$ cat config.mk
export PLATFORM = sky130hd
export DESIGN_NAME = bb3_out_fifo
export DESIGN_NICKNAME = d
export VERILOG_FILES = /design/src/rtl/bb3_pkg.sv /design/src/rtl/bb3_out_fifo.sv
export SDC_FILE = /design/constraint.sdc
export NUM_CORES = 1
export LEC_CHECK = 0
export BUFFER_PORTS_ARGS = -buffer_cell sky130_fd_sc_hd__buf_2
export CORE_MARGIN = 2
export CORE_UTILIZATION = 50
export CTS_CLUSTER_DIAMETER = 100
export DETAILED_ROUTE_END_ITERATION = 8
export GPL_ROUTABILITY_DRIVEN = 0
export PLACE_DENSITY_LB_ADDON = 0.12
export SKIP_CTS_REPAIR_TIMING = 1
export SYNTH_ARGS = -nofsm -noshare
export SYNTH_HDL_FRONTEND = slang
export SYNTH_SLANG_ARGS = --single-unit
$ cat constraint.sdc
create_clock -name clk -period 3.35 [get_ports clk]
set_input_delay 0.335 -clock clk [delete_from_list [all_inputs] [get_ports clk]]
set_output_delay 0.335 -clock clk [all_outputs]
set_load 0.01 [all_outputs]
$ cat src/rtl/bb3_pkg.sv
package bb3_pkg;

	// one RGB pixel, red in the low byte
	typedef logic [23:0] pixel_t;

	// configuration register indexes
	typedef logic [0:0] cfg_index_t;
	localparam cfg_index_t REG_FRAME_WIDTH  = 1'b0;
	localparam cfg_index_t REG_FRAME_HEIGHT = 1'b1;

	localparam int CFG_DATA_W    = 12;
	localparam int WIDTH_RESET   = 1280;
	localparam int HEIGHT_RESET  = 720;
	localparam int DIM_MIN       = 3;

	// floor(s / 9) for s <= 2295 equals (s * 7282) >> 16
	localparam int          SUM_W      = 12;
	localparam int          RECIP_W    = 13;
	localparam logic [12:0] RECIP9     = 13'd7282;
	localparam int          RECIP_SH   = 16;

	// result buffer depth, bounds the results in flight
	localparam int OUT_DEPTH = 8;

	// per-item control carried down the pipeline
	typedef struct packed {
		logic emit;
		logic first_col;
		logic interior;
		logic eof;
	} item_ctl_t;

	// one result word
	typedef struct packed {
		logic   eof;
		pixel_t px;
	} result_t;

endpackage

$ cat src/rtl/bb3_out_fifo.sv
module bb3_out_fifo
	import bb3_pkg::*;
(
	input  logic    clk,
	input  logic    arst_n,
	input  logic    push,
	input  result_t push_data,
	output logic    m_axis_tvalid,
	input  logic    m_axis_tready,
	output pixel_t  m_axis_tdata,
	output logic    m_axis_tlast
);

	localparam int PTR_W = $clog2(OUT_DEPTH);
	localparam int CNT_W = $clog2(OUT_DEPTH + 1);

	result_t            buf_q [OUT_DEPTH];
	logic [PTR_W-1:0]   wr_ptr_q, rd_ptr_q;
	logic [CNT_W-1:0]   count_q;
	logic               pop;

	assign pop = m_axis_tvalid && m_axis_tready;

	// storage
	always_ff @(posedge clk) begin
		if (push) begin
			buf_q[wr_ptr_q] <= push_data;
		end
	end

	// pointers and fill level
	always_ff @(posedge clk or negedge arst_n) begin
		if (!arst_n) begin
			wr_ptr_q <= '0;
			rd_ptr_q <= '0;
			count_q  <= '0;
		end else begin
			if (push) begin
				wr_ptr_q <= wr_ptr_q + PTR_W'(1);
			end
			if (pop) begin
				rd_ptr_q <= rd_ptr_q + PTR_W'(1);
			end
			if (push && !pop) begin
				count_q <= count_q + CNT_W'(1);
			end else if (pop && !push) begin
				count_q <= count_q - CNT_W'(1);
			end
		end
	end

	assign m_axis_tvalid = (count_q != '0);
	assign m_axis_tdata  = buf_q[rd_ptr_q].px;
	assign m_axis_tlast  = buf_q[rd_ptr_q].eof;

endmodule

# After elaboration in Yosys (flattened, before gate mapping)
# Memories as Yosys holds them, arrays and structs flattened.
# Cells that the tools add are included.
# Widths: inputs -> output; s select.
# word_totals
ramBits	200
inputBits	29
register_bits	10
elab_cells	19
output_inout_bits	26
mem_count	1
# classes
n_mux	4
reduce_logical	7
n_addsub	4
# mem_list
name	depth	width	read_ports	rd_ports_with_merged_regs	wr	line	source
buf_q	8	25	1	0	1	bb3_out_fifo.sv:17	result_t buf_q [OUT_DEPTH];
# op_table
op	n
$mux 4	2
$add 3x1->3 const B	2
$add 4x1->4 const B	1
$reduce_bool 4->1	1
$sub 4x1->4 const B	1
$logic_and 1x1->1	3
$logic_not 1->1	2
$mux 1	2
$reduce_bool 2->1	1

# Depth between registers and ports, before layout
# Gate-level depths: netlist of run 1.
# logic_depth
ltp_word	5
mapped_depth	8

# Worst setup path after synthesis of run 1
# OpenSTA, ideal clock, no wires.
# synth_timing
path_type	register to register
start	reg wr_ptr_q[1]
end	mem buf_q[0][0] (netlist bit), enable pin
stages_incl_launch_ff	3
path_slack_ps	601
arrival_time_ps	2311
setup_ps	438
required_time_ps	2912
cell_sequence	dfrtp_1 > nand2b_1 > nor3_1
# synth_lines
item	line	source
start: declaration	bb3_out_fifo.sv:18	logic [PTR_W-1:0] wr_ptr_q, rd_ptr_q;
start signal: assignment	bb3_out_fifo.sv:39	wr_ptr_q <= wr_ptr_q + PTR_W'(1);
end: declaration	bb3_out_fifo.sv:17	
# Straight into the memory's write port.

# Final worst setup path of run 1
# layout_timing
start	reg rd_ptr_q[0]
end	out m_axis_tdata[8]
# layout_between
elab_chain_cells	1
# layout_lines
item	line	source
start: declaration	bb3_out_fifo.sv:18	
start signal: assignment	bb3_out_fifo.sv:42	rd_ptr_q <= rd_ptr_q + PTR_W'(1);
$mem_v2 8x25	--	
end: declaration	bb3_out_fifo.sv:10	output pixel_t m_axis_tdata,
# No other way between the ends.

==> results of run 1 <==
==> state kept, by name, indices dropped and copies added, names as in the netlist <==
signal    count
buf_q       200
count_q       4
rd_ptr_q      3
wr_ptr_q      3
==> power by group through the flow <==
stage	registers (mW)	clock network (mW)	logic, mW
floorplan	3.46	0	1.71
global placement	3.58	0	2.34
detailed placement	3.60	0	2.36
CTS	3.55	2.48	2.37
global route	3.58	2.58	2.50
finish	3.54	2.43	2.31
==> worst max-delay path: stages (launching register included) <==
cell	delay (ps)
dfrtp_2	560
buf_12	340
mux4_1	620
mux2_2	310
buf_2	150
==> per-layer routing <==
metal	track usage, %	vias to the layer above	wire length [microns]
met2	27.5	68	7120
met1	22.3	1890	6170
met5	0	-	0
met4	4.12	0	171
met3	3.10	18	679
li1	-	1666	-
==> cells in the mapped netlist, types with 2 or more instances <==
cell      number  area share (%)
a21oi_1        2            0.12
buf_1          2           0.090
buf_6          6            0.81
clkbuf_1       7            0.32
dfrtp_1       10             3.0
edfxtp_1     200              72
ha_1           5            0.75
mux2_2        28             3.8
mux4_1        49              16
nand2_1        6            0.27
nand2b_1       3            0.23
nand3_1        3            0.18
nor2_1         6            0.27
nor3_1         3            0.18
o211ai_1       2            0.18
xnor2_1        5            0.53
==> worst min-delay path by stage <==
stage	start	endpoint	slack [ps]	depth (start not counted)
2_1_floorplan	arst_n	count_q[0]	40	0
3_3_place_gp	arst_n	count_q[1]	210	1
3_5_place_dp	arst_n	count_q[1]	220	1
4_1_cts	arst_n	rd_ptr_q[2]	-300	1
5_1_grt	push_data[14]	buf_q[3][14]	110	1
6_report	push_data[13]	buf_q[3][13]	100	1
==> kinds of logic after synthesis <==
family,Yosys count,synth area share [%]
xor gates and xnor gates,6,0.633
muxes,79,19.7
and+or+nand+nor,25,1.52
buffers and inverters,17,1.33
AOI/OAI and AO/OA,6,0.497
DFF,210,75.3
adders and majority gates,6,0.994
==> per-stage QoR <==
step	instance area (sq um)	worst slack (ps)	instances
final	9650	538	655
after floorplan	8300	601	349
after global placement	8910	724	615
after global routing	9650	457	655
after detailed placement	8910	645	615
after CTS	9640	493	654
==> cell type report <==
| cell class | count | area [sq um] | area share (%) |
|---|---|---|---|
| clock inverter | 11 | 135 | 1.40 |
| inverter | 1 | 3.75 | 0.0389 |
| multi-input combinational | 122 | 1980 | 20.5 |
| timing repair buffer | 63 | 403 | 4.17 |
| clock buffer | 28 | 594 | 6.16 |
| tap | 220 | 275 | 2.85 |
| sequential | 210 | 6260 | 64.8 |
==> flow_summary.json, run 1 <==
{
  "outcome": "finished, final reports clean",
  "slew_headroom_pct": 37.7,
  "min_period_ps": 2810,
  "worstMarginPinSlew_ps": 932,
  "timing_worst_setup_path_type": "reg -> out",
  "start_kind": "register",
  "r2r_cells": 8,
  "clkPwrFrac_pct": 29.3,
  "cp-endpoint": "m_axis_tdata[8]",
  "synth.avg_cell_area_sq_um": 23.8,
  "hold_viol": 0,
  "synth-seq-cells": 210,
  "hp-class": "in -> reg",
  "antenna_found_initial": 0,
  "nNetsFinal": 455,
  "period_share_pct": 83.9,
  "syn-cell-area_sq_mm": 0.00830,
  "nFillCells": 1197,
  "grt_pass1_wl_microns": 21800,
  "setup-tns-final_ps": 0,
  "required_ps": 3010,
  "p_leak_nw": 3.31,
  "cts_root_buf": "clkbuf_16",
  "die_w_microns": 133,
  "num_vias": 3642,
  "startpoint": "rd_ptr_q[0]",
  "p_switching_mw": 2.28,
  "rsz0062_at_grt": "false",
  "grt_max_degree": 43,
  "final_common_cell": "edfxtp_1",
  "power_frac_seq_pct": 42.7,
  "setup_viol": 0,
  "synthDistinctLibCells": 28,
  "ff2ff_setup_slack_ps": 650,
  "slew_violations": 0,
  "netlist_instances": 349,
  "drc": 0,
  "synth_fp_nets": 384,
  "die_y_microns": 133,
  "power_frac_comb_pct": 27.9,
  "clkLatencyLatePin_ps": 500,
  "worstPathArrival_ps": 2480,
  "drt_iter0_drc": 242,
  "synth-edff-count": 200,
  "initial_core_util_pct": 50.6,
  "ir_drop_mv": 0.525,
  "r2r_end": "count_q[3]",
  "rows": 47,
  "cts_tree": "built",
  "wl_per_cell_microns": 21.6,
  "critical_path_peak_fanout": 42,
  "seq_area_frac_synth_pct": 75.3,
  "r2r_start": "count_q[0]",
  "ant_nets": 0,
  "dpl.hpwl_microns": 7940,
  "viasPerCell": 5.56,
  "firstDrtPassIters": 4,
  "async_reset_ff_share_pct": 4.76,
  "port_buffers": 54,
  "clkTransAtPathRegs_ps": 60,
  "cp-end-kind": "output pin",
  "hold_ws_ps": 104,
  "power.total_mw": 8.28,
  "drive_gt1_share_pct": 30.6,
  "grt_pass1_vias": 3792,
  "swShare_pct": 27.6,
  "synth_ff_type": "edfxtp_1",
  "yosysWarnings": 0,
  "cts.sinks": 210,
  "gr-total-overflow": 0,
  "grtUsageTotal_pct": 16.3,
  "numCtsBuffers": 22,
  "final_cell_mix": "200 x edfxtp_1, 54 x buf_2, 49 x mux4_1",
  "internal_power_mw": 6.00,
  "antenna_cells": 0,
  "die-area_sq_mm": 0.0177,
  "cts_buffer_depth": 3,
  "ctsHtreeMaxLevel": 1,
  "finClkSkew_ps": 15.1,
  "drt-total-wl_microns": 14100,
  "power_density_mw_per_mm2": 858,
  "maxCapViolCount": 0,
  "syn_to_final_growth_pct": 16.2,
  "io_pins": 55,
  "final_util_pct": 58.8,
  "fmax_mhz": 356,
  "core_sq_mm": 0.0164
}
No activity file was read; power rests on OpenSTA's default activity.
==> run 2: changes to the inputs <==
==> constraint.sdc (replaced) <==
create_clock -name clk -period 2.4 [get_ports clk]
set_input_delay 0.24 -clock clk [delete_from_list [all_inputs] [get_ports clk]]
set_output_delay 0.24 -clock clk [all_outputs]
set_load 0.01 [all_outputs]
==> run 2 against run 1 <==
Net effect: the run now ends with setup timing left; cell count rose by 4.3%; clock power up 32%; via count rose by 4.4%; clock-buffer cell count grew 5; sequential cell count unchanged; utilization grew 2.3 points; worst setup slack worse by 540 ps; non-clock buffer count rose by 29; cell area rose by 4.0%; wire length increased by 11%; first-iteration DRC count rose by 20%; power up 56%; critical endpoint is now m_axis_tdata[22].
==> flow_summary.json, run 2 (same netlist as run 1, synthesis figures left out) <==
{
  "numCtsBuffers": 22,
  "drive_gt1_share_pct": 45.6,
  "swShare_pct": 27.5,
  "cts_tree": "built",
  "setup_viol": 1,
  "cp.buffers_inverters": 3,
  "antenna_cells": 0,
  "critPathMaxStageDelay_ps": 510,
  "antenna_found_initial": 0,
  "min_period_ps": 2400,
  "grt_pass1_vias": 3868,
  "clkTransAtPathRegs_ps": 60,
  "outcome": "finished with violations",
  "ant_nets": 0,
  "die_w_microns": 133,
  "worstPathArrival_ps": 2160,
  "power_frac_seq_pct": 38.0,
  "period_share_pct": 100,
  "clkLatencyLatePin_ps": 500,
  "power_frac_comb_pct": 37.1,
  "rows": 47,
  "required_ps": 2160,
  "dpl.hpwl_microns": 8020,
  "wl_per_cell_microns": 23.0,
  "final_cell_mix": "200 x edfxtp_1, 46 x mux4_2, 30 x buf_2",
  "die-area_sq_mm": 0.0177,
  "timing.critical_path.mode_cell": "buf_6",
  "p_leak_nw": 3.45,
  "port_buffers": 54,
  "power_density_mw_per_mm2": 1280,
  "rsz0062_at_grt": "true",
  "critical_path_peak_fanout": 6,
  "largest_register_ffs": 200,
  "grt_pass1_wl_microns": 22200,
  "final_util_pct": 61.2,
  "hold_viol": 0,
  "core_sq_mm": 0.0164,
  "initial_core_util_pct": 50.6,
  "drt_iter0_drc": 291,
  "timing_worst_setup_path_type": "reg -> out",
  "viasPerCell": 5.57,
  "critical_path.slowest_cell": "mux4_2",
  "cts.sinks": 210,
  "path_cells": "buf_6 -> clkbuf_16 -> mux4_2 -> mux2_2 -> buf_6",
  "regMostFlops": "buf_q",
  "num_vias": 3804,
  "finClkSkew_ps": 12.1,
  "nNetsFinal": 484,
  "power.total_mw": 12.9,
  "fmax_mhz": 416,
  "gr-total-overflow": 0,
  "final_common_cell": "edfxtp_1",
  "slew_violations": 0,
  "cts_root_buf": "clkbuf_16",
  "clkPwrFrac_pct": 24.9,
  "fin_ws_ps": -4.19,
  "dpl_cell_area_sq_mm": 0.00900,
  "drc": 0,
  "grt_max_degree": 43,
  "hp-class": "in -> reg",
  "hold_ws_ps": 8.02,
  "start_kind": "register",
  "cp-end-kind": "output pin",
  "io_pins": 55,
  "firstDrtPassIters": 4,
  "maxCapViolCount": 0,
  "dp.cells": 626,
  "ir_drop_mv": 0.697,
  "cts_buffer_depth": 3,
  "violations": "setup timing",
  "final_area_sq_mm": 0.0100,
  "ctsHtreeMaxLevel": 1,
  "slew_headroom_pct": 69.9,
  "worstMarginPinSlew_ps": 451,
  "drt-total-wl_microns": 15700,
  "reg_top3": "buf_q: 200 flops, count_q: 4 flops",
  "die_y_microns": 133,
  "cp_top_family": "multiplexers",
  "preCtsSetupSlack_ps": 14.0,
  "final_cells": 683,
  "internal_power_mw": 9.35,
  "grtUsageTotal_pct": 16.9,
  "syn_to_final_growth_pct": 20.8,
  "p_switching_mw": 3.54,
  "setup-tns-final_ps": -4.19
}
-- run 2: cell types whose count changed in the layout (fill, tap and decap cells not counted), moves of 3 or more --
cell	before	now
buf_6	0	26
mux2_4	0	20
clkinv_1	3	0
buf_4	3	23
mux4_2	1	46
clkbuf_8	0	3
nor2_2	2	6
buf_2	54	30
mux2_2	28	8
nor2_4	4	0
mux4_1	49	4
clkbuf_16	23	28
-- run 2: path summary, 6_finish.rpt --
kind / endpoint / slack, ps / cells after the start / from
max: m_axis_tdata[22] / -4 / 5 / rd_ptr_q[0]
min: buf_q[0][18] / 8 / 1 / push_data[18]
max reg2reg: count_q[3] / 20 / 8 / count_q[3]
min reg2reg: wr_ptr_q[1] / 580 / 1 / wr_ptr_q[1]
max in group asynchronous: rd_ptr_q[0] / 2020 / 2 / arst_n
min in group asynchronous: wr_ptr_q[1] / 140 / 2 / arst_n
-- run 2: layer usage --
layer / share of wire, % / vias to the layer above / GRT usage, %
li1: - / 1668 / -
met1: 45 / 2006 / 22.7
met2: 48 / 104 / 27.9
met3: 4.9 / 26 / 3.49
met4: 2.0 / 0 / 5.68
met5: 0 / - / 0
-- run 2: final cells by class --
cell class                      count  area (sq um)
Inverter                            1          7.51
Clock inverter                      5          50.0
Sequential cell                   210          6260
Multi-Input combinational cell    122          1910
Clock buffer                       33           643
Tap cell                          220           275
Fill cell                        1161          6370
Timing Repair Buffer               92           881
-- run 2: power by group through the flow --
stage	combinational, mW	sequential, mW	clock [mW]
final	4.78	4.90	3.21
after floorplan	2.40	4.84	0
after global placement	3.45	4.91	0
after CTS	3.51	4.88	3.28
after detailed placement	3.51	4.95	0
after global routing	5.10	4.94	3.42
-- run 2: worst register-to-register path, delay by kind of cell, from the launching register on --
family	cells	cell delay (ps)
AND/OR/NAND/NOR	3	1100
flip-flops	1	420
adder cells (fa/ha/maj)	2	410
AO/OA/AOI/OAI	2	210
buffers and inverters	1	130
==> run 3: changes to the inputs <==
--- a/config.mk
+++ b/config.mk
@@ -13,6 +13,7 @@
 export GPL_ROUTABILITY_DRIVEN = 0
 export PLACE_DENSITY_LB_ADDON = 0.12
 export SKIP_CTS_REPAIR_TIMING = 1
+export SKIP_LAST_GASP = 1
 export SYNTH_ARGS = -nofsm -noshare
 export SYNTH_HDL_FRONTEND = slang
 export SYNTH_SLANG_ARGS = --single-unit
==> run 3 against run 2 <==
Net effect: the flow still finishes with violations (setup timing); sequential cell count did not move; register-to-register slack hardly changed; non-clock buffer count did not move; critical path depth unchanged; die area is the same; global-route usage unchanged; maximum frequency barely moved; clock power is essentially flat; largest power group unchanged.
==> flow_summary.json, run 3 (same netlist as run 1, synthesis figures left out) <==
{
  "largest_register_ffs": 200,
  "rsz0062_at_grt": "true",
  "final_cell_mix": "200 x edfxtp_1, 44 x mux4_2, 31 x buf_2",
  "worstMarginPinSlew_ps": 458,
  "fin_ws_ps": -5.33,
  "port_buffers": 54,
  "power_density_mw_per_mm2": 1280,
  "drive_gt1_share_pct": 45.1,
  "cts_root_buf": "clkbuf_16",
  "reg_top3": "buf_q: 200 flops, count_q: 4 flops",
  "p_leak_nw": 3.45,
  "nNetsFinal": 484,
  "multiInputGateArea_sq_mm": 0.00192,
  "grt_max_degree": 43,
  "die_w_microns": 133,
  "slew_violations": 0,
  "hold_ws_ps": 6.60,
  "slew_headroom_pct": 69.5,
  "dpl_cell_area_sq_mm": 0.00900,
  "setup_viol": 3,
  "path_cells": "buf_6 -> clkbuf_16 -> mux4_2 -> mux2_2 -> buf_6",
  "hp-class": "in -> reg",
  "ir_drop_mv": 0.697,
  "clkLatencyLatePin_ps": 500,
  "regMostFlops": "buf_q",
  "critPathMaxStageDelay_ps": 510,
  "die-area_sq_mm": 0.0177,
  "start_kind": "register",
  "grt_pass1_vias": 3868,
  "firstDrtPassIters": 4,
  "io_pins": 55,
  "min_period_ps": 2410,
  "violations": "setup timing",
  "period_share_pct": 100,
  "critical_path_peak_fanout": 6,
  "core_sq_mm": 0.0164,
  "finClkSkew_ps": 10.8,
  "antenna_cells": 0,
  "grt_pass1_wl_microns": 22200,
  "cts_tree": "built",
  "hold_viol": 0,
  "ant_nets": 0,
  "clkTransAtPathRegs_ps": 60,
  "initial_core_util_pct": 50.6,
  "cts.sinks": 210,
  "num_vias": 3793,
  "critical_path.slowest_cell": "mux4_2",
  "cts_buffer_depth": 3,
  "required_ps": 2160,
  "rows": 47,
  "wl_per_cell_microns": 23.0,
  "nFillCells": 1162,
  "outcome": "finished with violations",
  "drt_iter0_drc": 291,
  "die_y_microns": 133,
  "layout.area.seq_sq_mm": 0.00626,
  "final_area_sq_mm": 0.0100,
  "drt-total-wl_microns": 15700,
  "gr-total-overflow": 0,
  "numCtsBuffers": 22,
  "maxCapViolCount": 0,
  "antenna_found_initial": 0,
  "grtUsageTotal_pct": 16.9,
  "timing.critical_path.mode_cell": "buf_6",
  "ctsHtreeMaxLevel": 1,
  "worstPathArrival_ps": 2170,
  "dpl.hpwl_microns": 8020,
  "drc": 0,
  "timing_worst_setup_path_type": "reg -> out",
  "syn_to_final_growth_pct": 20.8,
  "cp-end-kind": "output pin",
  "final_common_cell": "edfxtp_1",
  "viasPerCell": 5.55,
  "fmax_mhz": 416,
  "preCtsSetupSlack_ps": 14.0
}
[run 3: routing by layer]
metal | track usage [%] | vias up | share of wire (%)
met4 | 5.68 | 0 | 2.3
met2 | 27.9 | 106 | 48
met5 | 0 | - | 0
met1 | 22.7 | 1991 | 44
li1 | - | 1669 | -
met3 | 3.49 | 27 | 5.3
[run 3: per-stage QoR]
| stage | instances | setup TNS (ps) | total power, mW | utilization, % |
|---|---|---|---|---|
| 2_1_floorplan | 349 | 0 | 7.25 | - |
| 3_3_place_gp | 626 | 0 | 8.36 | 54.9 |
| 3_5_place_dp | 626 | 0 | 8.46 | 54.9 |
| 4_1_cts | 664 | -3190 | 11.7 | 59.1 |
| 5_1_grt | 683 | -1040 | 13.4 | 61.1 |
| 6_report | 683 | -7.75 | 12.9 | 61.1 |
[run 3: path summary, 6_finish.rpt]
check / slack [ps] / depth (start not counted) / start / to
worst max-delay path: -5 / 5 / rd_ptr_q[0] / m_axis_tdata[22]
worst min-delay path: 7 / 1 / push_data[18] / buf_q[0][18]
min in group asynchronous: 140 / 2 / arst_n / wr_ptr_q[1]
worst max register to register: 20 / 8 / count_q[1] / count_q[3]
max in group asynchronous: 2030 / 2 / arst_n / rd_ptr_q[0]
worst min register to register: 590 / 2 / count_q[2] / count_q[2]
[run 3: power by group]
part	internal, mW	switching, mW	total [mW]
logic	2.73	2.02	4.75
registers	4.64	0.253	4.89
clock network	1.95	1.26	3.21
total	9.32	3.54	12.9
[run 3: layout make-up]
type,count,area share (%)
Multi-Input combinational cell,122,19.1
Inverter,1,0.0748
Tap cell,220,2.74
Timing Repair Buffer,92,8.72
Clock buffer,33,6.41
Clock inverter,5,0.499
Sequential cell,210,62.4
[run 3: critical path: cells and delay by family (launching register included)]
kind	cells	cell delay, ps
multiplexers	2	790
flip-flops	1	450
buffers and inverters	3	430
