**config.mk**
```make
export PLATFORM = sky130hd
export DESIGN_NAME = bb3_window
export DESIGN_NICKNAME = d
export VERILOG_FILES = /design/src/rtl/bb3_pkg.sv /design/src/rtl/bb3_window.sv
export SDC_FILE = /design/constraint.sdc
export NUM_CORES = 1
export LEC_CHECK = 0
export BUFFER_PORTS_ARGS = -buffer_cell sky130_fd_sc_hd__buf_2
export CAP_MARGIN = 0
export CELL_PAD_IN_SITES_DETAIL_PLACEMENT = 1
export CELL_PAD_IN_SITES_GLOBAL_PLACEMENT = 2
export CORE_MARGIN = 2
export CORE_UTILIZATION = 47
export CTS_BUF_LIST = sky130_fd_sc_hd__clkbuf_8
export DETAILED_ROUTE_END_ITERATION = 8
export PLACE_DENSITY = 0.95
export SLEW_MARGIN = 15
export SYNTH_ARGS = -nofsm -noshare
export SYNTH_HDL_FRONTEND = slang
export SYNTH_SLANG_ARGS = --single-unit
```
**constraint.sdc**
```tcl
create_clock -name clk -period 14.2 [get_ports clk]
set_input_delay 0.71 -clock clk [delete_from_list [all_inputs] [get_ports clk]]
set_output_delay 0.71 -clock clk [all_outputs]
set_load 0.02 [all_outputs]
```
**src/rtl/bb3_pkg.sv**
```systemverilog
package bb3_pkg;

	// one RGB pixel, red in the low byte
	typedef logic [23:0] pixel_t;

	// configuration register indexes
	typedef logic [0:0] cfg_index_t;
	localparam cfg_index_t REG_FRAME_WIDTH  = 1'b0;
	localparam cfg_index_t REG_FRAME_HEIGHT = 1'b1;

	localparam int CFG_DATA_W    = 12;
	localparam int WIDTH_RESET   = 1280;
	localparam int HEIGHT_RESET  = 720;
	localparam int DIM_MIN       = 3;

	// floor(s / 9) for s <= 2295 equals (s * 7282) >> 16
	localparam int          SUM_W      = 12;
	localparam int          RECIP_W    = 13;
	localparam logic [12:0] RECIP9     = 13'd7282;
	localparam int          RECIP_SH   = 16;

	// result buffer depth, bounds the results in flight
	localparam int OUT_DEPTH = 8;

	// per-item control carried down the pipeline
	typedef struct packed {
		logic emit;
		logic first_col;
		logic interior;
		logic eof;
	} item_ctl_t;

	// one result word
	typedef struct packed {
		logic   eof;
		pixel_t px;
	} result_t;

endpackage

```
**src/rtl/bb3_window.sv**
```systemverilog
module bb3_window
	import bb3_pkg::*;
(
	input  logic      clk,
	input  logic      arst_n,
	input  logic      valid_s1,
	input  item_ctl_t ctl_s1,
	input  pixel_t    px_s1,
	input  pixel_t    up1,
	input  pixel_t    up2,
	input  pixel_t    lbw,
	output logic      push,
	output result_t   push_data
);

	// window as three column sums per channel plus the center pixel
	logic [2:0][9:0]       cs0_q, cs1_q, cs2_q;
	logic [2:0][9:0]       cs_new;
	pixel_t                prev_up1_q;

	logic                  valid_s2, valid_s3, valid_s4;
	item_ctl_t             ctl_s2, ctl_s3, ctl_s4;
	pixel_t                lbw_s2, lbw_s3, lbw_s4;
	pixel_t                ctr_s2, ctr_s3, ctr_s4;
	logic [2:0][SUM_W-1:0] sum_s3;
	logic [2:0][SUM_W-1:0] sum_c;
	pixel_t                quot_s4;
	pixel_t                quot_c;
	logic [SUM_W+RECIP_W-1:0] prod [3];

	// new column sum from the incoming column
	always_comb begin
		for (int i = 0; i < 3; i++) begin
			cs_new[i] = 10'(up2[8*i +: 8]) + 10'(up1[8*i +: 8]) + 10'(px_s1[8*i +: 8]);
		end
	end

	// nine-term sum per channel
	always_comb begin
		for (int i = 0; i < 3; i++) begin
			sum_c[i] = SUM_W'(cs0_q[i]) + SUM_W'(cs1_q[i]) + SUM_W'(cs2_q[i]);
		end
	end

	// divide by nine through the reciprocal
	always_comb begin
		for (int i = 0; i < 3; i++) begin
			prod[i] = (SUM_W+RECIP_W)'(sum_s3[i]) * (SUM_W+RECIP_W)'(RECIP9);
			quot_c[8*i +: 8] = prod[i][RECIP_SH +: 8];
		end
	end

	// window shift
	always_ff @(posedge clk or negedge arst_n) begin
		if (!arst_n) begin
			cs0_q      <= '0;
			cs1_q      <= '0;
			cs2_q      <= '0;
			prev_up1_q <= '0;
		end else if (valid_s1) begin
			cs0_q      <= cs1_q;
			cs1_q      <= cs2_q;
			cs2_q      <= cs_new;
			prev_up1_q <= up1;
		end
	end

	// stage valids
	always_ff @(posedge clk or negedge arst_n) begin
		if (!arst_n) begin
			valid_s2 <= 1'b0;
			valid_s3 <= 1'b0;
			valid_s4 <= 1'b0;
		end else begin
			valid_s2 <= valid_s1;
			valid_s3 <= valid_s2;
			valid_s4 <= valid_s3;
		end
	end

	// stage payload
	always_ff @(posedge clk) begin
		ctl_s2  <= ctl_s1;
		lbw_s2  <= lbw;
		ctr_s2  <= prev_up1_q;
		ctl_s3  <= ctl_s2;
		lbw_s3  <= lbw_s2;
		ctr_s3  <= ctr_s2;
		sum_s3  <= sum_c;
		ctl_s4  <= ctl_s3;
		lbw_s4  <= lbw_s3;
		ctr_s4  <= ctr_s3;
		quot_s4 <= quot_c;
	end

	// pick border, blur or first-column value
	always_comb begin
		push_data.eof = ctl_s4.eof && ctl_s4.first_col;
		if (ctl_s4.first_col) begin
			push_data.px = lbw_s4;
		end else if (ctl_s4.interior) begin
			push_data.px = quot_s4;
		end else begin
			push_data.px = ctr_s4;
		end
	end

	assign push = valid_s4 && ctl_s4.emit;

endmodule

```
# Word-level counts from Yosys, hierarchy flattened
# Cells that the tools add are included.
[word_totals]
regBits = 333
input_bits = 103
elab_cells = 54
[classes]
add_sub_neg = 12
mul = 3
muxes = 2
n_reduce_logical = 2
[ops]
columns = ["cell", "n"]
rows = [
  ["multiplier 12 x 12 -> 23 bit (second input constant)", 3],
  ["2-to-1 mux 24 bit", 2],
  ["adder 11 x 10 -> 12 bit", 3],
  ["adder 10 x 10 -> 11 bit", 3],
  ["adder 9 x 8 -> 10 bit", 3],
  ["adder 8 x 8 -> 9 bit", 3],
  ["logical AND 1 bit", 2],
]

# Longest topological paths before layout
# Gate-level depths: netlist of run 1.
[logic_depth]
ltp_word = 2
mapped_depth = 20
depth_no_buf = 20

# Worst setup path after synthesis of run 1
# No wires, ideal clock.
[synth_path]
kind = "flip-flop to flip-flop"
startpoint = "register sum_s3[6] (netlist bit)"
endpoint = "register quot_s4[7]"
setup_ns = 0.064
t_arrival_ns = 4.647
required_ns = 14.136
slack_ns = 9.490
path_stages_with_launch = 19
synth_period_minus_slack_ns = 4.710
cell_sequence = "dfxtp_1 -> inv_1 -> fa_1 -> inv_1 -> ha_1 -> ha_1 -> fa_1 -> inv_1 -> fa_1 -> inv_1 -> ha_1 -> a2111oi_4 -> o221ai_2 -> a221oi_2 -> o21ai_2 -> a21oi_2 -> o21bai_2 -> or4_1 -> nand4_1"
[synth_rtl]
columns = ["element", "line_no", "text"]
rows = [
  ["start: declaration", "bb3_window.sv:25", "logic [2:0][SUM_W-1:0] sum_s3;"],
  ["start signal: assignment", "bb3_window.sv:89", "sum_s3 <= sum_c;"],
  ["end signal: assignment", "bb3_window.sv:93", "quot_s4 <= quot_c;"],
  ["end: declaration", "bb3_window.sv:27", "pixel_t quot_s4;"],
]

==> results.json, run 1 <==
{
  "post-dp-hpwl_um": 30900,
  "synth_area_leader_cell": "sky130_fd_sc_hd__dfxtp_1",
  "globalRouteTotalUtil_pct": 20.8,
  "ctsResizeCount": 0,
  "path_type_of_the_worst_setup_path": "flip-flop to flip-flop",
  "initialDrtViolationCount": 287,
  "synth_edf_count": 0,
  "count_of_warnings_emitted_by_yosys": 0,
  "synthArstFlopShare_pct": 35.1,
  "remaining_drc_errors": 0,
  "routabilityCongestion": 0.853,
  "reg2reg_depth": 20,
  "clockRootBuffer": "sky130_fd_sc_hd__clkbuf_8",
  "hold_viol_final": 0,
  "boundaryPins": 129,
  "relSlewSlack_pct": 29.1,
  "share_of_the_yosys_chip_area_belonging_to_registers_pct": 40.5,
  "crit_path_max_fanout": 4,
  "tns_ps": 0,
  "period_minus_slack_ps": 5100,
  "vias": 10805,
  "vias_in_the_first_global_route": 12562,
  "final.setup_skew_ps": 16.9,
  "netlist.area_leader.share_pct": 24.2,
  "flow.area_growth_from_synthesis_pct": 13.2,
  "grt_remaining_overflow": 0,
  "critical_path_required_ps": 14710,
  "synth_nets": 1975,
  "max-clock-path-buffers": 3,
  "cts-buffers-inserted": 54,
  "rsz0062_at_grt": "false",
  "ranking_of_synthesized_cells_by_area": "sky130_fd_sc_hd__dfxtp_1 (24%), sky130_fd_sc_hd__ha_1 (17%), sky130_fd_sc_hd__fa_1 (16%), sky130_fd_sc_hd__dfrtp_1 (16%), sky130_fd_sc_hd__mux2_2 (6.2%)",
  "final-setup-viol-count": 0,
  "fraction_of_final_layout_cells_sized_beyond_drive_strength_1_pct": 18.8,
  "critPathLaunchType": "flip-flop",
  "tritoncts": "built",
  "critPathMostFrequentCell": "sky130_fd_sc_hd__inv_1",
  "clk-insertion-delay-late_ps": 630,
  "htreeDepth": 2,
  "floorplan.core_area_sq_um": 37600,
  "die_height_um": 199,
  "clock_sink_count": 333,
  "synth_area_per_cell_sq_um": 12.1,
  "synth_flop_cell": "sky130_fd_sc_hd__dfxtp_1",
  "worstSetupEndpointType": "flip-flop",
  "numPortBuffers": 128,
  "final_nets": 2140,
  "synthesis.area_sq_um": 17900,
  "dr.pass1.iters": 4,
  "die_footprint_sq_um": 39600,
  "worst_path_max_delay_cell": "sky130_fd_sc_hd__fa_1",
  "worstPathCellList": "inv_1 -> fa_1 -> inv_1 -> ha_1 -> inv_1 -> fa_1 -> inv_1 -> fa_1 -> inv_1 -> fa_1 -> inv_1 -> ha_1 -> and3_1 -> nor4b_1 -> a31oi_1 -> o21ai_0 -> o21ai_0 -> o21ai_0 -> a21oi_1 -> xnor2_1",
  "mean_routed_wirelength_per_cell_um": 17.7,
  "timing.final.crit_share_pct": 35.9,
  "total_wirelength_of_the_detailed_routed_design_um": 38800,
  "synth.distinct_cells": 44,
  "cpPeakStageDelay_ps": 530,
  "finalMaxSlewViolations": 0,
  "worst_pin_slew_ps": 1060,
  "clock.fmax_mhz": 196,
  "flip_flop_and_latch_count_after_synthesis": 333,
  "critical_path_arrival_ps": 5610,
  "initial_utilization_pct": 47.6,
  "via_per_inst": 4.92,
  "maxCapViolations": 0,
  "chipWidth_um": 199,
  "run_status": "completed",
  "grt_pass1_wl_um": 63400,
  "antenna_violations_before_repair": 0,
  "syn-instance-count": 1477,
  "hold_buffers": 0,
  "clock_transition_at_path_regs_ps": 70,
  "layout.filler_cells": 3921,
  "antenna_violating_nets_post_route": 0,
  "largest_net_degree_at_the_start_of_global_routing": 84,
  "cts_post_setup_buffers_inserted": 0,
  "worstHoldPathType": "input pin to async pin",
  "std_cell_rows": 71
}
[per-stage QoR]
stage	setup slack (ps)	instance area (sq um)	utilization, %	hold slack (ps)	cells
floorplan	9490	17900	-	310	1477
global placement	9290	19100	50.9	310	2097
detailed placement	9090	19100	50.9	313	2097
CTS	9050	20200	53.9	18.2	2196
global route	8730	20200	53.9	48.7	2196
finish	9100	20200	53.9	56.0	2197
[registers in the layout (all words and copies together) (netlist names), 30 cells and up]
name and count:
cs2_q 30, cs0_q 30, cs1_q 30, sum_s3 36
[layout make-up]
class	count	area, sq um	share of cell area [%]
Antenna cell	1	2.50	0.0124
Clock buffer	64	881	4.35
Clock inverter	35	246	1.22
Inverter	242	908	4.49
Multi-Input combinational cell	880	9640	47.6
Sequential cell	333	7250	35.8
Tap cell	511	639	3.16
Timing Repair Buffer	131	668	3.30
[logic make-up after synthesis]
group | synth area share, %
buffers and inverters | 5.54
multiplexers | 7.80
adder cells (fa/ha/maj) | 33.8
AND/OR/NAND/NOR | 2.79
flip-flops | 40.5
XOR/XNOR | 3.48
AO/OA/AOI/OAI | 6.05
[path summary, 6_finish.rpt]
check / end / slack (ps) / startpoint
setup / recovery: quot_s4[15]$_DFF_P_ / 9100 / sum_s3[21]$_DFF_P_
min in group clk: lbw_s2[5]$_DFF_P_ / 180 / lbw[5]
hold reg to reg: ctr_s4[3]$_DFF_P_ / 320 / ctr_s3[3]$_DFF_P_
hold / removal: cs2_q[15]$_DFFE_PN0P_ / 60 / arst_n
setup reg to reg: quot_s4[15]$_DFF_P_ / 9100 / sum_s3[21]$_DFF_P_
max in group asynchronous: prev_up1_q[19]$_DFFE_PN0P_ / 12710 / arst_n
[cell usage in the layout (no fill, tap or decap), types with 5 or more instances in the layout]
cell type,instances
sky130_fd_sc_hd__inv_1,265
sky130_fd_sc_hd__ha_1,248
sky130_fd_sc_hd__dfxtp_1,214
sky130_fd_sc_hd__fa_1,147
sky130_fd_sc_hd__buf_2,126
sky130_fd_sc_hd__dfrtp_1,117
sky130_fd_sc_hd__mux2_2,99
sky130_fd_sc_hd__clkbuf_8,64
sky130_fd_sc_hd__o21ai_0,55
sky130_fd_sc_hd__a21oi_1,55
sky130_fd_sc_hd__nand2_1,50
sky130_fd_sc_hd__xnor2_1,47
sky130_fd_sc_hd__nor2_1,31
sky130_fd_sc_hd__mux2i_1,28
sky130_fd_sc_hd__xor2_1,24
sky130_fd_sc_hd__a21o_1,18
sky130_fd_sc_hd__o21bai_1,14
sky130_fd_sc_hd__a21boi_0,9
sky130_fd_sc_hd__o21a_1,8
sky130_fd_sc_hd__nand4_1,6
sky130_fd_sc_hd__nor3_1,5
sky130_fd_sc_hd__buf_4,5
[cell usage after synthesis, drive strengths merged, types with 24 or more instances]
| library cell | count |
|---|---|
| ha | 248 |
| inv | 242 |
| dfxtp | 216 |
| fa | 147 |
| dfrtp | 117 |
| mux2 | 99 |
| a21oi | 56 |
| o21ai | 56 |
| nand2 | 50 |
| xnor2 | 47 |
| nor2 | 31 |
| mux2i | 28 |
| xor2 | 24 |
[critical path: cells and delay by family (launching register included)]
family	cells	cell delay [ps]
buffers and inverters	6	370
and+or+nand+nor	2	430
DFF	1	430
xor gates and xnor gates	1	130
AOI/OAI and AO/OA	5	990
adders and majority gates	6	2630
[routing by layer]
layer | vias up | global-route usage (%) | share of wire [%]
li1 | 5164 | - | -
met1 | 5343 | 25.8 | 44
met5 | - | 0 | 0
met4 | 0 | 7.71 | 3.1
met2 | 217 | 36.2 | 48
met3 | 81 | 3.65 | 4.3
Power of run 1 is not shown: default switching activity piles up to over one toggle a cycle in this logic, so the estimate is an artifact.
==> run 2: changes to the inputs <==
--- a/config.mk
+++ b/config.mk
@@ -10,10 +10,10 @@
 export CELL_PAD_IN_SITES_DETAIL_PLACEMENT = 1
 export CELL_PAD_IN_SITES_GLOBAL_PLACEMENT = 2
 export CORE_MARGIN = 2
-export CORE_UTILIZATION = 47
+export CORE_UTILIZATION = 43
 export CTS_BUF_LIST = sky130_fd_sc_hd__clkbuf_8
 export DETAILED_ROUTE_END_ITERATION = 8
-export PLACE_DENSITY = 0.95
+export PLACE_DENSITY = 0.93
 export SLEW_MARGIN = 15
 export SYNTH_ARGS = -nofsm -noshare
 export SYNTH_HDL_FRONTEND = slang
==> constraint.sdc (replaced) <==
create_clock -name clk -period 4.9 [get_ports clk]
set_input_delay 0.245 -clock clk [delete_from_list [all_inputs] [get_ports clk]]
set_output_delay 0.245 -clock clk [all_outputs]
set_load 0.02 [all_outputs]
==> results.json, run 2 (same netlist as run 1, synthesis figures left out) <==
{
  "via_per_inst": 4.85,
  "layout_commonest_cell": "sky130_fd_sc_hd__inv_1",
  "finalMaxSlewViolations": 0,
  "grt_pass1_wl_um": 66900,
  "critical_path_arrival_ps": 5280,
  "final.setup_skew_ps": 22.6,
  "vias": 11117,
  "clock_transition_at_path_regs_ps": 60,
  "antenna_violating_nets_post_route": 0,
  "routabilityCongestion": 0.895,
  "largest_net_degree_at_the_start_of_global_routing": 68,
  "setup_slack_ps": 180,
  "largest_reg_flops": 36,
  "period_minus_slack_ps": 4720,
  "boundaryPins": 129,
  "worst_pin_slew_ps": 1040,
  "clock_sink_count": 333,
  "reg2reg_depth": 18,
  "critPathMostFrequentCell": "sky130_fd_sc_hd__inv_1",
  "initialDrtViolationCount": 338,
  "hold-path-endpoint": "cs2_q[10]$_DFFE_PN0P_",
  "chipWidth_um": 208,
  "worstPathCellList": "inv_1 -> fa_1 -> inv_1 -> ha_1 -> ha_1 -> inv_1 -> fa_2 -> fa_1 -> inv_1 -> ha_4 -> a2111oi_4 -> o221ai_2 -> a221oi_2 -> o21ai_2 -> a21oi_2 -> o21bai_2 -> or4_1 -> nand4_1",
  "worstHoldPathType": "input pin to flip-flop",
  "grt_remaining_overflow": 0,
  "r2r_slack_ps": 180,
  "fraction_of_final_layout_cells_sized_beyond_drive_strength_1_pct": 21.9,
  "dp_worst_setup_slack_ps": -177,
  "cpPeakStageDelay_ps": 530,
  "antenna_violations_before_repair": 0,
  "relSlewSlack_pct": 30.5,
  "die_footprint_sq_um": 43200,
  "mean_routed_wirelength_per_cell_um": 18.0,
  "flow.area_growth_from_synthesis_pct": 18.8,
  "hold_start": "up2[8]",
  "worst_r2r_endpoint": "quot_s4[7]$_DFF_P_",
  "tns_ps": 0,
  "tritoncts": "built",
  "dpl_cell_area_sq_um": 19200,
  "floorplan.core_area_sq_um": 40900,
  "crit_path_max_fanout": 3,
  "maxCapViolations": 0,
  "antennaDiodeCount": 0,
  "final_nets": 2215,
  "hold_viol_final": 0,
  "vias_in_the_first_global_route": 13064,
  "std_cell_rows": 74,
  "timing.final.crit_share_pct": 96.3,
  "run_status": "completed",
  "finish.instance_area_sq_um": 21200,
  "initial_utilization_pct": 43.7,
  "globalRouteTotalUtil_pct": 19.5,
  "final_util_pct": 51.9,
  "timing.rr.start": "sum_s3[5]$_DFF_P_",
  "worst_path_max_delay_cell": "sky130_fd_sc_hd__or4_1",
  "hold_path_depth": 4,
  "post-dp-hpwl_um": 30800,
  "max_flop_register": "sum_s3",
  "die_height_um": 208,
  "total_wirelength_of_the_detailed_routed_design_um": 41200,
  "remaining_drc_errors": 0,
  "clockRootBuffer": "sky130_fd_sc_hd__clkbuf_8",
  "cts-buffers-inserted": 55,
  "max-clock-path-buffers": 3,
  "dr.pass1.iters": 4,
  "critical_path_required_ps": 5460,
  "numPortBuffers": 128,
  "final-setup-viol-count": 0,
  "clock.fmax_mhz": 212,
  "htreeDepth": 2,
  "clk-insertion-delay-late_ps": 650,
  "worstSetupEndpointType": "flip-flop",
  "most_frequent_cells_in_the_layout": "sky130_fd_sc_hd__inv_1 (257), sky130_fd_sc_hd__ha_1 (238), sky130_fd_sc_hd__dfxtp_1 (202)",
  "critPathLaunchType": "flip-flop",
  "path_type_of_the_worst_setup_path": "flip-flop to flip-flop"
}
==> run 2: area by class of cell <==
class,instances,area (sq um)
Tap cell,532,666
Fill cell,4270,19700
Timing Repair Buffer,205,1360
Multi-Input combinational cell,880,9840
Clock buffer,70,963
Sequential cell,333,7280
Clock inverter,32,224
Inverter,242,908
==> run 2: stage by stage <==
stage / instances / hold WS [ps]
2_1_floorplan: 1477 / -50.6
3_3_place_gp: 2129 / 310
3_5_place_dp: 2129 / 313
4_1_cts: 2287 / 21.0
5_1_grt: 2294 / 52.3
6_report: 2294 / 72.2
==> run 2: repair_timing <==
item	in CTS	in global routing
buffers inserted	1	7
hold endpoints to repair	103	0
resized for setup	9	49
hold buffers	55	0
setup endpoints to repair	6	13
pin swaps	2	16
==> run 2: worst max path at each step <==
stage / start / to / slack, ps / depth (start not counted)
global placement: sum_s3[19]$_DFF_P_ / quot_s4[15]$_DFF_P_ / 90 / 20
CTS: sum_s3[8]$_DFF_P_ / quot_s4[7]$_DFF_P_ / 20 / 18
detailed placement: sum_s3[19]$_DFF_P_ / quot_s4[14]$_DFF_P_ / -180 / 20
global route: sum_s3[5]$_DFF_P_ / quot_s4[7]$_DFF_P_ / -40 / 18
floorplan: sum_s3[6]$_DFF_P_ / quot_s4[7]$_DFF_P_ / 190 / 18
finish: sum_s3[5]$_DFF_P_ / quot_s4[7]$_DFF_P_ / 180 / 18
==> run 2: routing by layer <==
layer | GRT usage (%) | part of all wire (%)
met5 | 0 | 0
met4 | 5.50 | 2.6
met1 | 24.1 | 43
met2 | 34.5 | 50
met3 | 3.77 | 4.3
==> run 2: critical path, delay by kind of cell (launching register included) <==
kind                       cells  cell delay (ps)
adders and majority gates      6             2180
AOI/OAI and AO/OA              6             1220
and+or+nand+nor                2              630
DFF                            1              370
buffers and inverters          4              260
Power of run 2 is left out for the same reason.
==> run 3: changes to the inputs <==
--- a/config.mk
+++ b/config.mk
@@ -5,13 +5,15 @@
 export SDC_FILE = /design/constraint.sdc
 export NUM_CORES = 1
 export LEC_CHECK = 0
+export ABC_AREA = 1
 export BUFFER_PORTS_ARGS = -buffer_cell sky130_fd_sc_hd__buf_2
 export CAP_MARGIN = 0
 export CELL_PAD_IN_SITES_DETAIL_PLACEMENT = 1
 export CELL_PAD_IN_SITES_GLOBAL_PLACEMENT = 2
 export CORE_MARGIN = 2
-export CORE_UTILIZATION = 43
+export CORE_UTILIZATION = 40
 export CTS_BUF_LIST = sky130_fd_sc_hd__clkbuf_8
+export CTS_CLUSTER_DIAMETER = 50
 export DETAILED_ROUTE_END_ITERATION = 8
 export PLACE_DENSITY = 0.93
 export SLEW_MARGIN = 15
==> results.json, run 3 <==
{
  "run_status": "completed",
  "critPathLaunchType": "flip-flop",
  "critPathLaunch": "sum_s3[21]$_DFF_P_",
  "final_nets": 2776,
  "chipWidth_um": 223,
  "crit_family": "adder cells",
  "initial_utilization_pct": 40.4,
  "antennaDiodeCount": 0,
  "share_of_the_yosys_chip_area_belonging_to_registers_pct": 37.6,
  "clock_sink_count": 333,
  "worstHoldPathType": "input pin to flip-flop",
  "reg2reg_depth": 19,
  "grt_remaining_overflow": 0,
  "post-dp-hpwl_um": 37600,
  "post-synth-top-count-cell": "sky130_fd_sc_hd__nand2_1",
  "syn-instance-count": 2061,
  "timing.critical_path.buf_inv": 6,
  "synth_edf_count": 0,
  "std_cell_rows": 80,
  "synthesis.area_sq_um": 19300,
  "maxCapViolations": 0,
  "synth.distinct_cells": 39,
  "cpPeakStageDelay_ps": 530,
  "layout_commonest_cell": "sky130_fd_sc_hd__nand2_1",
  "hold_viol_final": 0,
  "critical_path_required_ps": 5430,
  "antenna_violations_before_repair": 1,
  "path_type_of_the_worst_setup_path": "flip-flop to flip-flop",
  "synth_nets": 2559,
  "worst_r2r_endpoint": "quot_s4[10]$_DFF_P_",
  "vias": 14108,
  "worstSetupEndpoint": "quot_s4[10]$_DFF_P_",
  "final.setup_skew_ps": 24.7,
  "most_frequent_cells_in_the_layout": "sky130_fd_sc_hd__nand2_1 (437), sky130_fd_sc_hd__inv_1 (333), sky130_fd_sc_hd__ha_1 (248)",
  "hold_path_depth": 4,
  "largest_net_degree_at_the_start_of_global_routing": 107,
  "boundaryPins": 129,
  "numPortBuffers": 128,
  "via_per_inst": 4.81,
  "max_flop_register": "sum_s3",
  "remaining_drc_errors": 0,
  "synthTopCellsByCount": "sky130_fd_sc_hd__nand2_1 (437), sky130_fd_sc_hd__inv_1 (321), sky130_fd_sc_hd__ha_1 (248)",
  "timing.rr.start": "sum_s3[21]$_DFF_P_",
  "globalRouteTotalUtil_pct": 20.0,
  "critical_path_arrival_ps": 4960,
  "crit_path_max_fanout": 4,
  "total_wirelength_of_the_detailed_routed_design_um": 47800,
  "die_footprint_sq_um": 49900,
  "rsz0062_at_grt": "false",
  "floorplan.core_area_sq_um": 47600,
  "dr.pass1.iters": 4,
  "clk-insertion-delay-late_ps": 650,
  "count_of_warnings_emitted_by_yosys": 0,
  "synthArstFlopShare_pct": 35.1,
  "fraction_of_final_layout_cells_sized_beyond_drive_strength_1_pct": 11.1,
  "cts-buffers-inserted": 60,
  "antenna_violating_nets_post_route": 0,
  "clockRootBuffer": "sky130_fd_sc_hd__clkbuf_8",
  "largest_reg_flops": 36,
  "ranking_of_synthesized_cells_by_area": "sky130_fd_sc_hd__dfxtp_1 (22%), sky130_fd_sc_hd__ha_1 (16%), sky130_fd_sc_hd__fa_1 (15%), sky130_fd_sc_hd__dfrtp_1 (15%), sky130_fd_sc_hd__nand2_1 (8.5%)",
  "final-setup-viol-count": 0,
  "relSlewSlack_pct": 30.3,
  "flip_flop_and_latch_count_after_synthesis": 333,
  "finalMaxSlewViolations": 0,
  "netlist.area_leader.share_pct": 22.4,
  "cts_post_setup_buffers_inserted": 0,
  "synth_area_leader_cell": "sky130_fd_sc_hd__dfxtp_1",
  "grt_pass1_wl_um": 79900,
  "synth_flop_cell": "sky130_fd_sc_hd__dfxtp_1",
  "tns_ps": 0,
  "routabilityCongestion": 0.846,
  "worstPathCellList": "inv_1 -> fa_1 -> inv_1 -> ha_1 -> inv_1 -> fa_1 -> inv_1 -> fa_1 -> inv_1 -> fa_1 -> inv_1 -> ha_1 -> a21oi_1 -> a21boi_0 -> nor3_1 -> nor2_1 -> nand2_1 -> nand2_1 -> nand2_1",
  "flow.area_growth_from_synthesis_pct": 16.4,
  "die_height_um": 223,
  "clock.fmax_mhz": 225,
  "clock_transition_at_path_regs_ps": 60,
  "dpl_cell_area_sq_um": 20600,
  "period_minus_slack_ps": 4430,
  "timing.final.crit_share_pct": 90.5,
  "critPathMostFrequentCell": "sky130_fd_sc_hd__inv_1",
  "worstSetupEndpointType": "flip-flop",
  "worst-path-stages": 19,
  "mean_routed_wirelength_per_cell_um": 16.3,
  "r2r_slack_ps": 470,
  "worst_pin_slew_ps": 1050,
  "initialDrtViolationCount": 517,
  "finish.instance_area_sq_um": 22400,
  "vias_in_the_first_global_route": 15691,
  "htreeDepth": 2,
  "tritoncts": "built",
  "worst_path_max_delay_cell": "sky130_fd_sc_hd__fa_1",
  "synth_area_per_cell_sq_um": 9.35,
  "max-clock-path-buffers": 3
}
run 3: changes by cell type after synthesis, moves of 6 or more:
cell,delta
sky130_fd_sc_hd__nand3_1,+64
sky130_fd_sc_hd__xnor2_1,-25
sky130_fd_sc_hd__or2_2,+6
sky130_fd_sc_hd__nand2_1,+387
sky130_fd_sc_hd__nor2_1,+58
sky130_fd_sc_hd__buf_2,+20
sky130_fd_sc_hd__o21ai_0,+43
sky130_fd_sc_hd__a21oi_1,+79
sky130_fd_sc_hd__inv_1,+79
sky130_fd_sc_hd__mux2i_1,-28
sky130_fd_sc_hd__nand4_1,+7
sky130_fd_sc_hd__mux2_2,-99
run 3: stage by stage:
step / hold slack (ps) / setup WS (ps) / instances / util [%]
global placement: 310 / 538 / 2775 / 43.2
detailed placement: 313 / 464 / 2775 / 43.2
global route: 56.5 / 64.3 / 2936 / 47.1
finish: 55.2 / 465 / 2936 / 47.1
CTS: 12.5 / 427 / 2936 / 47.1
floorplan: -50.6 / 746 / 2061 / -
run 3: cell type report:
cell class | count | area, sq um
Fill cell | 5537 | 25200
Clock buffer | 79 | 1090
Clock inverter | 26 | 203
Inverter | 326 | 1230
Sequential cell | 333 | 7250
Tap cell | 615 | 769
Timing Repair Buffer | 190 | 1250
Multi-Input combinational cell | 1367 | 10600
run 3: logic make-up (layout without fill, tap and decap cells):
family,after synthesis,after routing,synth area share (%)
adders and majority gates,395,395,31.4
AOI/OAI and AO/OA,287,287,8.10
xor gates and xnor gates,45,45,2.05
buffers and inverters,361,621,7.16
DFF,333,333,37.6
and+or+nand+nor,640,640,13.7
run 3: timing repair:
item	4_1_cts	5_1_grt
endpoints found under the hold margin	132	0
hold buffers	56	0
gates resized for setup	0	0
run 3: worst min path at each step:
stage	start	endpoint
final	px_s1[8]	cs2_q[10]$_DFFE_PN0P_
after global routing	px_s1[8]	cs2_q[10]$_DFFE_PN0P_
after detailed placement	lbw_s3[0]$_DFF_P_	lbw_s4[0]$_DFF_P_
after CTS	px_s1[8]	cs2_q[10]$_DFFE_PN0P_
after floorplan	arst_n	cs0_q[0]$_DFFE_PN0P_
after global placement	lbw_s2[0]$_DFF_P_	lbw_s3[0]$_DFF_P_
run 3: worst min-delay path, stage by stage:
cell and delay, ps:
sky130_fd_sc_hd__buf_2 120, sky130_fd_sc_hd__inv_1 70, sky130_fd_sc_hd__fa_1 160, sky130_fd_sc_hd__o21ai_1 60
run 3: routing by layer:
layer  wire length (um)  track usage (%)  share of wire, %  vias up
met3               1750             3.09               3.7       67
met5                  0                0                 0        -
met2              21300             32.2                45      212
met4                942             5.44               2.0        0
met1              23800             28.1                50     6838
li1                   -                -                 -     6991
Power of run 3 is left out for the same reason.
